`src/hw/rtl/fiis_pkg.sv`:
```
// Shared types, codes and default sizes for the Forth inner interpreter step block.
package fiis_pkg;

  localparam int DATA_STACK_DEPTH   = 32;
  localparam int RETURN_STACK_DEPTH = 32;
  localparam int CELL_BITS          = 32;
  localparam int CODE_ADDR_BITS     = 16;

  typedef enum logic [3:0] {
    OP_NOP    = 4'd0,
    OP_DEBUG  = 4'd1,
    OP_PUSH   = 4'd2,
    OP_JUMP   = 4'd3,
    OP_JZ     = 4'd4,
    OP_CALL   = 4'd5,
    OP_RET    = 4'd6,
    OP_RFROM  = 4'd7,
    OP_RFETCH = 4'd8,
    OP_TOR    = 4'd9,
    OP_NATIVE = 4'd10,
    OP_STOP   = 4'd11,
    OP_START  = 4'd13,
    OP_LIT    = 4'd14
  } fiis_op_t;

  typedef enum logic [2:0] {
    ST_OK      = 3'd0,
    ST_DUNDER  = 3'd1,
    ST_DOVER   = 3'd2,
    ST_RUNDER  = 3'd3,
    ST_ROVER   = 3'd4,
    ST_BADOP   = 3'd5,
    ST_HALTED  = 3'd6
  } fiis_status_t;

  typedef struct packed {
    logic [3:0]         op;
    logic signed [31:0] operand;
  } fiis_item_t;

  typedef struct packed {
    logic [15:0]        next_ip;
    logic               run_on;
    logic               halted;
    fiis_status_t       status;
    logic               native_call;
    logic [7:0]         native_index;
    logic [5:0]         data_depth;
    logic [5:0]         ret_depth;
    logic signed [31:0] top_cell;
  } fiis_result_t;

  // Stack command for one step.
  typedef struct packed {
    logic push;
    logic pop;
    logic clear;
  } fiis_stk_cmd_t;

  // Per-step flags that go straight into the result.
  typedef struct packed {
    logic         run_on;
    fiis_status_t status;
    logic         native_call;
    logic [7:0]   native_index;
  } fiis_flags_t;

endpackage

```
`src/hw/rtl/forth_inner_interpreter_step.sv`:
```
// Top level of the Forth inner interpreter step block: channels, state and result register.
//
// Usage:
//   The item channel (item_valid / item_ready / item) carries one instruction
//   fetched at the current pointer, or an outer event (start, literal). Each
//   item yields exactly one result on the result channel (result_valid /
//   result_ready / result), in order.
//   Flow: an item is captured in the input register on its transfer and its
//   result is loaded into the result register when the step commits, which
//   needs the result register free or draining; result_valid then rises and
//   the result can transfer when the output is free.
//   Throughput: one item per cycle, sustained while result_ready stays high. The
//   limit is the state update: pointer, halt flag and the stack top and
//   next-on-stack registers close their loop, and each stack memory does one
//   write and one registered read per cycle.
//   Stall: while the receiver holds result_ready low, the result stays put and
//   one more item can still transfer into the input register; after that
//   item_ready drops until the result is taken.
//   Reset (rst, synchronous): pointer 0, both stacks empty, halt flag clear,
//   both channels empty. The stack memories are not cleared; entries above the
//   depth are never shown. Only reset clears the halt flag.
module forth_inner_interpreter_step #(
  parameter int DATA_STACK_DEPTH   = fiis_pkg::DATA_STACK_DEPTH,
  parameter int RETURN_STACK_DEPTH = fiis_pkg::RETURN_STACK_DEPTH,
  parameter int CELL_BITS          = fiis_pkg::CELL_BITS,
  parameter int CODE_ADDR_BITS     = fiis_pkg::CODE_ADDR_BITS
) (
  input  logic                   clk,
  input  logic                   rst,
  input  logic                   item_valid,
  output logic                   item_ready,
  input  fiis_pkg::fiis_item_t   item,
  output logic                   result_valid,
  input  logic                   result_ready,
  output fiis_pkg::fiis_result_t result
);

  localparam int DCW = $clog2(DATA_STACK_DEPTH + 1);
  localparam int RCW = $clog2(RETURN_STACK_DEPTH + 1);

  // Input register.
  logic                 held;
  fiis_pkg::fiis_item_t held_item;

  // Architectural state.
  logic [CODE_ADDR_BITS-1:0] ip;
  logic [CODE_ADDR_BITS-1:0] ip_next;
  logic                      stopped;
  logic                      stopped_next;

  // Stack interface.
  fiis_pkg::fiis_stk_cmd_t d_cmd, r_cmd, d_cmd_g, r_cmd_g;
  logic [CELL_BITS-1:0]    d_wdata, r_wdata;
  logic [DCW-1:0]          d_count, d_count_next;
  logic [RCW-1:0]          r_count, r_count_next;
  logic [CELL_BITS-1:0]    d_top, d_top_next, r_top, r_top_next;
  fiis_pkg::fiis_flags_t   flags;

  logic advance;

  // Execute the held item whenever the result register is free or draining.
  assign advance    = held && (!result_valid || result_ready);
  assign item_ready = !held || advance;

  always_ff @(posedge clk) begin
    if (rst) begin
      held <= 1'b0;
    end else if (item_valid && item_ready) begin
      held <= 1'b1;
    end else if (advance) begin
      held <= 1'b0;
    end
  end

  always_ff @(posedge clk) begin
    if (item_valid && item_ready) begin
      held_item <= item;
    end
  end

  fiis_exec #(
    .DATA_STACK_DEPTH   (DATA_STACK_DEPTH),
    .RETURN_STACK_DEPTH (RETURN_STACK_DEPTH),
    .CELL_BITS          (CELL_BITS),
    .CODE_ADDR_BITS     (CODE_ADDR_BITS)
  ) u_exec (
    .item         (held_item),
    .ip           (ip),
    .stopped      (stopped),
    .d_count      (d_count),
    .d_top        (d_top),
    .r_count      (r_count),
    .r_top        (r_top),
    .ip_next      (ip_next),
    .stopped_next (stopped_next),
    .d_cmd        (d_cmd),
    .d_wdata      (d_wdata),
    .r_cmd        (r_cmd),
    .r_wdata      (r_wdata),
    .flags        (flags)
  );

  // Stacks move only on a step that commits.
  assign d_cmd_g = advance ? d_cmd : '0;
  assign r_cmd_g = advance ? r_cmd : '0;

  fiis_stack #(
    .DEPTH (DATA_STACK_DEPTH),
    .WIDTH (CELL_BITS)
  ) u_dstk (
    .clk        (clk),
    .rst        (rst),
    .cmd        (d_cmd_g),
    .wdata      (d_wdata),
    .count      (d_count),
    .top        (d_top),
    .count_next (d_count_next),
    .top_next   (d_top_next)
  );

  fiis_stack #(
    .DEPTH (RETURN_STACK_DEPTH),
    .WIDTH (CELL_BITS)
  ) u_rstk (
    .clk        (clk),
    .rst        (rst),
    .cmd        (r_cmd_g),
    .wdata      (r_wdata),
    .count      (r_count),
    .top        (r_top),
    .count_next (r_count_next),
    .top_next   (r_top_next)
  );

  // Pointer and halt flag advance with the step.
  always_ff @(posedge clk) begin
    if (rst) begin
      ip      <= '0;
      stopped <= 1'b0;
    end else if (advance) begin
      ip      <= ip_next;
      stopped <= stopped_next;
    end
  end

  // Result register: hold until the transfer, load on each step.
  always_ff @(posedge clk) begin
    if (rst) begin
      result_valid <= 1'b0;
    end else if (advance) begin
      result_valid <= 1'b1;
    end else if (result_ready) begin
      result_valid <= 1'b0;
    end
  end

  always_ff @(posedge clk) begin
    if (advance) begin
      result.next_ip      <= 16'(ip_next);
      result.run_on       <= flags.run_on;
      result.halted       <= stopped_next;
      result.status       <= flags.status;
      result.native_call  <= flags.native_call;
      result.native_index <= flags.native_index;
      result.data_depth   <= 6'(d_count_next);
      result.ret_depth    <= 6'(r_count_next);
      // Show zero for an empty data stack.
      result.top_cell     <= (d_count_next == '0) ? '0 : 32'(d_top_next);
    end
  end

  // Halt flag is sticky until reset.
  a_halt_sticky: assert property (@(posedge clk) disable iff (rst)
    stopped |=> stopped)
    else $error("halt flag cleared without reset");

  // An error result shows both stacks empty and the block halted.
  a_error_clears: assert property (@(posedge clk) disable iff (rst)
    (result_valid && result.status != fiis_pkg::ST_OK &&
     result.status != fiis_pkg::ST_HALTED) |->
    (result.halted && result.data_depth == '0 && result.ret_depth == '0 &&
     !result.run_on))
    else $error("error result without cleared stacks");

  // Stack depths never pass their limits.
  a_depth_bound: assert property (@(posedge clk) disable iff (rst)
    (d_count <= DCW'(DATA_STACK_DEPTH)) && (r_count <= RCW'(RETURN_STACK_DEPTH)))
    else $error("stack depth beyond limit");

  // A committed step always lands in the result register.
  a_step_lands: assert property (@(posedge clk) disable iff (rst)
    advance |=> result_valid)
    else $error("step result lost");

endmodule

```
`src/hw/rtl/fiis_stack.sv`:
```
// One hardware stack: cell memory plus registered top and next-on-stack cells.
module fiis_stack #(
  parameter int DEPTH = fiis_pkg::DATA_STACK_DEPTH,
  parameter int WIDTH = fiis_pkg::CELL_BITS
) (
  input  logic                          clk,
  input  logic                          rst,
  input  fiis_pkg::fiis_stk_cmd_t       cmd,
  input  logic [WIDTH-1:0]              wdata,
  output logic [$clog2(DEPTH+1)-1:0]    count,
  output logic [WIDTH-1:0]              top,
  output logic [$clog2(DEPTH+1)-1:0]    count_next,
  output logic [WIDTH-1:0]              top_next
);

  localparam int IW = $clog2(DEPTH);
  localparam int CW = $clog2(DEPTH + 1);

  logic [WIDTH-1:0] mem [DEPTH];
  logic [WIDTH-1:0] nos;
  logic [CW-1:0]    below_next;
  logic [IW-1:0]    rd_idx;
  logic [IW-1:0]    wr_idx;

  always_comb begin
    priority if (cmd.clear) begin
      count_next = '0;
    end else if (cmd.push) begin
      count_next = count + CW'(1);
    end else if (cmd.pop) begin
      count_next = count - CW'(1);
    end else begin
      count_next = count;
    end
  end

  always_comb begin
    priority if (cmd.push) begin
      top_next = wdata;
    end else if (cmd.pop) begin
      top_next = nos;
    end else begin
      top_next = top;
    end
  end

  // Cell below the new top: fetch it now so a following pop finds it ready.
  assign below_next = count_next - CW'(2);
  assign rd_idx     = below_next[IW-1:0];
  assign wr_idx     = count[IW-1:0];

  always_ff @(posedge clk) begin
    if (rst) begin
      count <= '0;
    end else begin
      count <= count_next;
    end
  end

  always_ff @(posedge clk) begin
    if (cmd.push) begin
      mem[wr_idx] <= wdata;
    end
    if (cmd.push) begin
      nos <= top;
    end else if (cmd.pop) begin
      nos <= mem[rd_idx];
    end
    top <= top_next;
  end

endmodule

```
`src/hw/rtl/fiis_exec.sv`:
```
// Instruction decode and execute: next pointer, stack commands and result flags.
module fiis_exec #(
  parameter int DATA_STACK_DEPTH   = fiis_pkg::DATA_STACK_DEPTH,
  parameter int RETURN_STACK_DEPTH = fiis_pkg::RETURN_STACK_DEPTH,
  parameter int CELL_BITS          = fiis_pkg::CELL_BITS,
  parameter int CODE_ADDR_BITS     = fiis_pkg::CODE_ADDR_BITS
) (
  input  fiis_pkg::fiis_item_t                   item,
  input  logic [CODE_ADDR_BITS-1:0]              ip,
  input  logic                                   stopped,
  input  logic [$clog2(DATA_STACK_DEPTH+1)-1:0]  d_count,
  input  logic [CELL_BITS-1:0]                   d_top,
  input  logic [$clog2(RETURN_STACK_DEPTH+1)-1:0] r_count,
  input  logic [CELL_BITS-1:0]                   r_top,
  output logic [CODE_ADDR_BITS-1:0]              ip_next,
  output logic                                   stopped_next,
  output fiis_pkg::fiis_stk_cmd_t                d_cmd,
  output logic [CELL_BITS-1:0]                   d_wdata,
  output fiis_pkg::fiis_stk_cmd_t                r_cmd,
  output logic [CELL_BITS-1:0]                   r_wdata,
  output fiis_pkg::fiis_flags_t                  flags
);

  localparam int DCW = $clog2(DATA_STACK_DEPTH + 1);
  localparam int RCW = $clog2(RETURN_STACK_DEPTH + 1);

  fiis_pkg::fiis_op_t       op;
  logic [CELL_BITS-1:0]      operand_cell;
  logic [CODE_ADDR_BITS-1:0] addr;
  logic [CODE_ADDR_BITS-1:0] ip_inc;
  logic                      d_empty, d_full, r_empty, r_full;
  logic                      fault;

  assign op           = fiis_pkg::fiis_op_t'(item.op);
  assign operand_cell = CELL_BITS'(item.operand);
  assign addr         = item.operand[CODE_ADDR_BITS-1:0];
  assign ip_inc       = ip + CODE_ADDR_BITS'(1);
  assign d_empty      = (d_count == '0);
  assign d_full       = (d_count == DCW'(DATA_STACK_DEPTH));
  assign r_empty      = (r_count == '0);
  assign r_full       = (r_count == RCW'(RETURN_STACK_DEPTH));

  always_comb begin
    ip_next      = ip;
    stopped_next = stopped;
    d_cmd        = '0;
    r_cmd        = '0;
    d_wdata      = operand_cell;
    r_wdata      = CELL_BITS'(ip_inc);
    flags        = '0;
    flags.status = fiis_pkg::ST_OK;
    fault        = 1'b0;

    priority if (stopped) begin
      flags.status = fiis_pkg::ST_HALTED;
    end else if (op == fiis_pkg::OP_START) begin
      ip_next      = addr;
      flags.run_on = 1'b1;
    end else if (op == fiis_pkg::OP_LIT) begin
      if (d_full) begin
        flags.status = fiis_pkg::ST_DOVER;
      end else begin
        d_cmd.push = 1'b1;
      end
    end else begin
      ip_next      = ip_inc;
      flags.run_on = 1'b1;
      unique case (op)
        fiis_pkg::OP_NOP, fiis_pkg::OP_DEBUG: begin
        end
        fiis_pkg::OP_PUSH: begin
          if (d_full) begin
            flags.status = fiis_pkg::ST_DOVER;
          end else begin
            d_cmd.push = 1'b1;
          end
        end
        fiis_pkg::OP_JUMP: begin
          ip_next = addr;
        end
        fiis_pkg::OP_JZ: begin
          if (d_empty) begin
            flags.status = fiis_pkg::ST_DUNDER;
          end else begin
            d_cmd.pop = 1'b1;
            if (d_top == '0) begin
              ip_next = addr;
            end
          end
        end
        fiis_pkg::OP_CALL: begin
          if (r_full) begin
            flags.status = fiis_pkg::ST_ROVER;
          end else begin
            r_cmd.push = 1'b1;
            ip_next    = addr;
          end
        end
        fiis_pkg::OP_RET: begin
          if (r_empty) begin
            flags.run_on = 1'b0;
          end else begin
            r_cmd.pop = 1'b1;
            ip_next   = CODE_ADDR_BITS'(r_top);
          end
        end
        fiis_pkg::OP_RFROM, fiis_pkg::OP_RFETCH: begin
          if (r_empty) begin
            flags.status = fiis_pkg::ST_RUNDER;
          end else if (d_full) begin
            flags.status = fiis_pkg::ST_DOVER;
          end else begin
            d_cmd.push = 1'b1;
            d_wdata    = r_top;
            r_cmd.pop  = (op == fiis_pkg::OP_RFROM);
          end
        end
        fiis_pkg::OP_TOR: begin
          if (d_empty) begin
            flags.status = fiis_pkg::ST_DUNDER;
          end else if (r_full) begin
            flags.status = fiis_pkg::ST_ROVER;
          end else begin
            d_cmd.pop  = 1'b1;
            r_cmd.push = 1'b1;
            r_wdata    = d_top;
          end
        end
        fiis_pkg::OP_NATIVE: begin
          flags.native_call  = 1'b1;
          flags.native_index = item.operand[7:0];
        end
        fiis_pkg::OP_STOP: begin
          stopped_next = 1'b1;
          flags.run_on = 1'b0;
        end
        default: begin
          flags.status = fiis_pkg::ST_BADOP;
        end
      endcase
    end

    // Any error empties both stacks and halts.
    fault = (flags.status != fiis_pkg::ST_OK) && (flags.status != fiis_pkg::ST_HALTED);
    if (fault) begin
      d_cmd        = '0;
      r_cmd        = '0;
      d_cmd.clear  = 1'b1;
      r_cmd.clear  = 1'b1;
      stopped_next = 1'b1;
      flags.run_on = 1'b0;
    end
  end

endmodule

```
`config.mk`:
```
export PLATFORM = sky130hd
export DESIGN_NAME = forth_inner_interpreter_step
export DESIGN_NICKNAME = d
export VERILOG_FILES = /design/src/hw/rtl/fiis_pkg.sv /design/src/hw/rtl/forth_inner_interpreter_step.sv /design/src/hw/rtl/fiis_stack.sv /design/src/hw/rtl/fiis_exec.sv
export SDC_FILE = /design/constraint.sdc
export NUM_CORES = 2
export LEC_CHECK = 0
export ABC_AREA = 0
export CAP_MARGIN = 30
export CORE_UTILIZATION = 50
export DETAILED_ROUTE_END_ITERATION = 6
export DONT_BUFFER_PORTS = 1
export GPL_TIMING_DRIVEN = 0
export PLACE_DENSITY_LB_ADDON = 0.3
export SYNTH_ARGS = -nofsm -noshare
export SYNTH_HDL_FRONTEND = slang
export SYNTH_HIERARCHICAL = 1
export SYNTH_SLANG_ARGS = --single-unit
export TNS_END_PERCENT = 10
```
`constraint.sdc`:
```
create_clock -name clk -period 6.1 [get_ports clk]
set_input_delay 1.525 -clock clk [delete_from_list [all_inputs] [get_ports clk]]
set_output_delay 1.525 -clock clk [all_outputs]
set_load 0.01 [all_outputs]
```
# Yosys cells after proc, flatten, opt, wreduce, memory -nomap -nowiden
# Memories as Yosys holds them, arrays and structs flattened.
# Index checks and enable logic that the tools add are counted.
# classes
n_reduce_logical,22
eq_ne,16
addsub,7
mux,84
bitwise_logic,1
# ops
op,n
32-bit 2-to-1 mux,20
16-bit 2-to-1 mux,7
16-bit case mux with 4 select lines,1
6-bit 2-to-1 mux,6
32-bit logical NOT,1
1-bit 2-to-1 mux,26
"4-bit == test, second input constant",6
3-bit 2-to-1 mux,8
6-bit logical NOT,3
9-bit 2-to-1 mux,2
3-bit case mux with 6 select lines,1
"16-bit by 1-bit adder with 16-bit output, second input constant",1
"4-bit by 3-bit == test with 1-bit output, second input constant",4
2-bit 2-to-1 mux,7
"6-bit by 1-bit adder with 6-bit output, second input constant",2
"6-bit == test, second input constant",2
12-bit 2-to-1 mux,1
"6-bit by 1-bit subtractor with 6-bit output, second input constant",2
1-bit case mux with 2 select lines,5
"5-bit by 2-bit subtractor with 5-bit output, second input constant",2
"4-bit by 2-bit == test with 1-bit output, second input constant",2
2-bit nonzero test,4
6-bit OR reduction,1
"4-bit by 1-bit == test with 1-bit output, second input constant",1
10 further kinds,15
# word_totals
mem_bits_rw,2048
in_bits,40
wordCells,153
out_inout_bits,76
n_memories,2
ff_bits,269
# memory_table
name,depth,word_bits,read_ports,rd_ports_with_merged_regs,wr,line,text
u_dstk.mem,32,32,1,0,1,fiis_stack.sv:19,logic [WIDTH-1:0] mem [DEPTH];
u_rstk.mem,32,32,1,0,1,fiis_stack.sv:19,

# Longest topological paths before layout
# An unclocked memory read counts as a cell.
# depth
depth_word,18
ltp_mapped,23
depth_no_buf,17

# Modules after synthesis
# The synthesis kept the hierarchy.
# modules_own_cells
module,seq_area_each_um2,area_per_inst_um2,n_inst,cells_per_inst
fiis_stack at u_rstk,32471.1,42821.1,1,2777
fiis_stack at u_dstk,32471.1,42809.8,1,2780
forth_inner_interpreter_step,3683.5,4508.1,1,238
fiis_exec,0.0,2358.5,1,349

# Worst setup path after synthesis
# Ideal clock, no wire load.
# synth_path
kind,input port to flip-flop
from,in result_ready
to,"reg u_dstk.nos[23], data pin"
t_required_ns,5.842
setup_slack_ns,0.880
n_path_buf,6
path_stages,19
arrival_time_ns,4.963
cell_sequence,nor2b_4 nor2b_2 buf_6 buf_6 and2_1 buf_2 inv_2 a311oi_1 buf_4 inv_2 ha_1 clkinv_1 nor2_1 buf_2 clkbuf_1 a32oi_1 nand4_1 o21ai_0 o221a_1
# synth_rtl
element,line,text
"start, declared",forth_inner_interpreter_step.sv:34,"input logic result_ready,"
"end signal, assigned",fiis_stack.sv:65,nos <= top;
"end signal, assigned",fiis_stack.sv:67,nos <= mem[rd_idx];
"end, declared",fiis_stack.sv:20,logic [WIDTH-1:0] nos;

==> results.cfg <==
[run_status]
status = complete, but fails checks
violations = setup timing

[cells_and_area]
fillers = 14000
fin_util_pct = 57.6
area_delta_synth_final_pct = 14.2
fin_area_sq_um = 106000
final_cells = 9138
nets = 6526
post_route_cells_drive_above_1_share_pct = 14.1

[die]
core_sq_um = 183000
die_x_microns = 432
rows = 157
io_pins = 116
die_h_microns = 432
die_area_sq_um = 187000
start_util_pct = 50.4

[synth]
yosys.area_share.simple_pct = 10.3
yosysWarnings = 6
synth_mux_area_share_pct = 7.89
yosysSeqAreaShare_pct = 74.2
synth_top_cell_area_share_pct = 72.1
ys_seq_elements = 2317
synth_edf_count = 2222
synth_top_family_by_area = simple AND/OR/NAND/NOR gates
ys_top_cells_by_count = edfxtp_1, nand2_1, mux2i_1
synth_area_leaders = edfxtp_1, mux2i_1, nand2_1, nand3_1, dfxtp_1
synth_most_common_cell = edfxtp_1
syn_area_per_cell_sq_um = 15.1
syn-cell-area_sq_um = 92500
async_flop_share_pct = 0
synth_compound_area_share_pct = 5.05
synth_nets = 6195
synth_top_cell_by_area = edfxtp_1
netlist_instances = 6144
synth_fa_ha_area_share_pct = 0.149
synth-xor-area-share_pct = 0.226
ys_types = 95
synth_ff_type = edfxtp_1

[routing]
wl_per_cell_microns = 29.3
dr.pass1.iters = 6
ant_nets = 0
vias = 56200
drtIter0Drc = 7097
wirelength_mm = 268
via_per_inst = 6.15
drc_errors = 0

[worst_setup_path]
r2r_setup_slack_ps = -9
cpMostUsedCell = nor2_1
crit_type = reg2reg
critPathTopFamily = compound AO/OA/AOI/OAI gates
crit_chain = clkbuf_4 > nand2b_1 > nor2_1 > a21oi_1 > nor2_1 > nand2_2 > buf_4 > o41ai_1 > and2_4 > or4b_4 > mux2i_2 > and2_1 > a311oi_1 > o21ai_1 > clkbuf_1 > o21bai_1 > o221a_1
critPathCaptureType = flop
start_kind = flop
arrival_ps = 6830
crit_buf_inv = 3
slowest_delay_ps = 810
worstPathRequired_ps = 6820
cp_slowest_cell = o21ai_1
worstPathMaxFanout = 10

[clock_tree]
h-tree-depth = 4
cts_buffer_depth = 3
cts_hold_buf = 0
cts.sinks = 2317
root_buffer = clkbuf_16
path_clk_slew_ps = 60
cts_buffers = 223
clock_latency_ps = 880
cts_tree = built

[timing]
period_share_pct = 100
setup_slack_ps = -9.00
worstMarginPinSlew_ps = 1040
fmax_ghz = 0.164
setup_violations = 1
fin_hold_ws_ps = 473
slew_viol_final = 0
finalCriticalPeriod_ps = 6110
hold_viol_final = 0
fin_skew_ps = 35.8
slew-limit-headroom_pct = 30.2

[placed_design]
placedCellCount = 8703
hpwl_mm = 184
post_dp_cell_area_sq_um = 98200
place_congestion = 0.904
portBuffers = 0

[global_route]
track_usage_pct = 28.4
antenna_found_initial = 12
grt_pass1_wl_mm = 380
grt_pass1_vias = 54600
grt_overflow = 0
grt_max_degree = 84

[pwr]
power_leakage_nw = 36.1
power.total_mw = 32.2
ir_drop_mv = 0.280
power.density_nw_per_um2 = 305

[run]
cap_violations = 0

[worst_hold_path]
hold_class = reg2reg
## path summary, 6_finish.rpt
kind / endpoint / from / depth (start not counted)
worst max-delay path: u_dstk/nos[8] / held_item[35] / 17
worst min register to register: stopped / stopped / 2
worst max register to register: u_dstk/nos[8] / held_item[35] / 17
worst min-delay path: stopped / stopped / 2
## routing by layer
layer  wire, microns  part of all wire (%)  global-route usage [%]
met2          135000                    50                    48.6
met4           15400                   5.8                    15.4
met3           23100                   8.6                    4.78
met1           94500                    35                    34.4
met5              80                 0.030                       0
## cell type report
cell class,count,area [sq um],share of cell area (%)
Multi-Input combinational cell,3421,22700,21.4
Sequential cell,2317,68600,65.0
Clock inverter,130,972,0.920
Inverter,22,88.8,0.0841
Tap cell,2464,3080,2.92
Timing Repair Buffer,108,2230,2.11
Buffer,382,2000,1.90
Clock buffer,292,5980,5.66
Antenna cell,2,5.00,0.00474
## state kept, by name, indices dropped and copies added, names as in the netlist
name,flops
u_dstk/mem,1024
u_rstk/mem,1024
result,74
held_item,36
u_dstk/nos,32
u_dstk/top,32
u_rstk/nos,32
u_rstk/top,32
ip,16
u_dstk/count,6
u_rstk/count,6
held,1
result_valid,1
stopped,1
## stage by stage
stage,setup WS (ps),setup TNS [ps]
floorplan,880,0
global route,-27.7,-78.6
CTS,21.3,0
detailed placement,-1720,-65240
global placement,-1910,-2571430
finish,-9.00,-9.00
## cell usage in the layout, fill, tap and decap left out, types with 14 or more instances in the layout
master	Yosys	final
edfxtp_1	2222	2222
nand2_1	1286	1284
mux2i_1	540	540
nand3_1	392	392
clkbuf_16	0	226
clkbuf_1	174	204
a32oi_1	191	191
buf_2	144	136
nand4_1	132	132
o21ai_0	101	101
dfxtp_1	95	95
nor2_4	0	70
mux4_2	66	66
a31oi_1	67	64
nor2_1	133	59
o221a_1	59	59
clkinv_1	1	54
buf_12	0	53
nand2b_1	45	45
and2_1	46	44
clkinv_2	1	44
buf_4	29	44
o211ai_1	35	35
mux2_2	35	35
buf_16	0	34
a21oi_1	32	26
buf_6	21	24
and2_4	21	22
o21bai_2	0	21
clkbuf_2	0	19
inv_1	16	16
o22ai_1	15	15
nor3_1	16	14
## power by group
group | total (mW) | switching [mW] | internal, mW
clock network | 13.2 | 5.87 | 7.32
registers | 17.7 | 0.207 | 17.5
logic | 1.35 | 0.965 | 0.381
## tightest hold or removal path, cell delays in order, from the launching register on
cell and delay, ps:
dfxtp_1 310, nand2b_1 60, mux2i_1 50
## kinds of logic (layout without fill, tap and decap cells)
logic type | count (synthesis) | in the layout
flip-flops | 2317 | 2317
AND/OR/NAND/NOR | 2146 | 2146
multiplexers | 642 | 642
AO/OA/AOI/OAI | 599 | 599
buffers and inverters | 406 | 934
XOR/XNOR | 23 | 23
adder cells (fa/ha/maj) | 11 | 11
other | 0 | 2
## what timing repair did
| action | 4_1_cts | 5_1_grt |
|---|---|---|
| resized for setup | 76 | 32 |
| endpoints found under the setup margin | 111 | 64 |
| buffers inserted | 8 | 2 |
| pin swaps | 3 | 1 |
(Power assumes the default switching activity.)
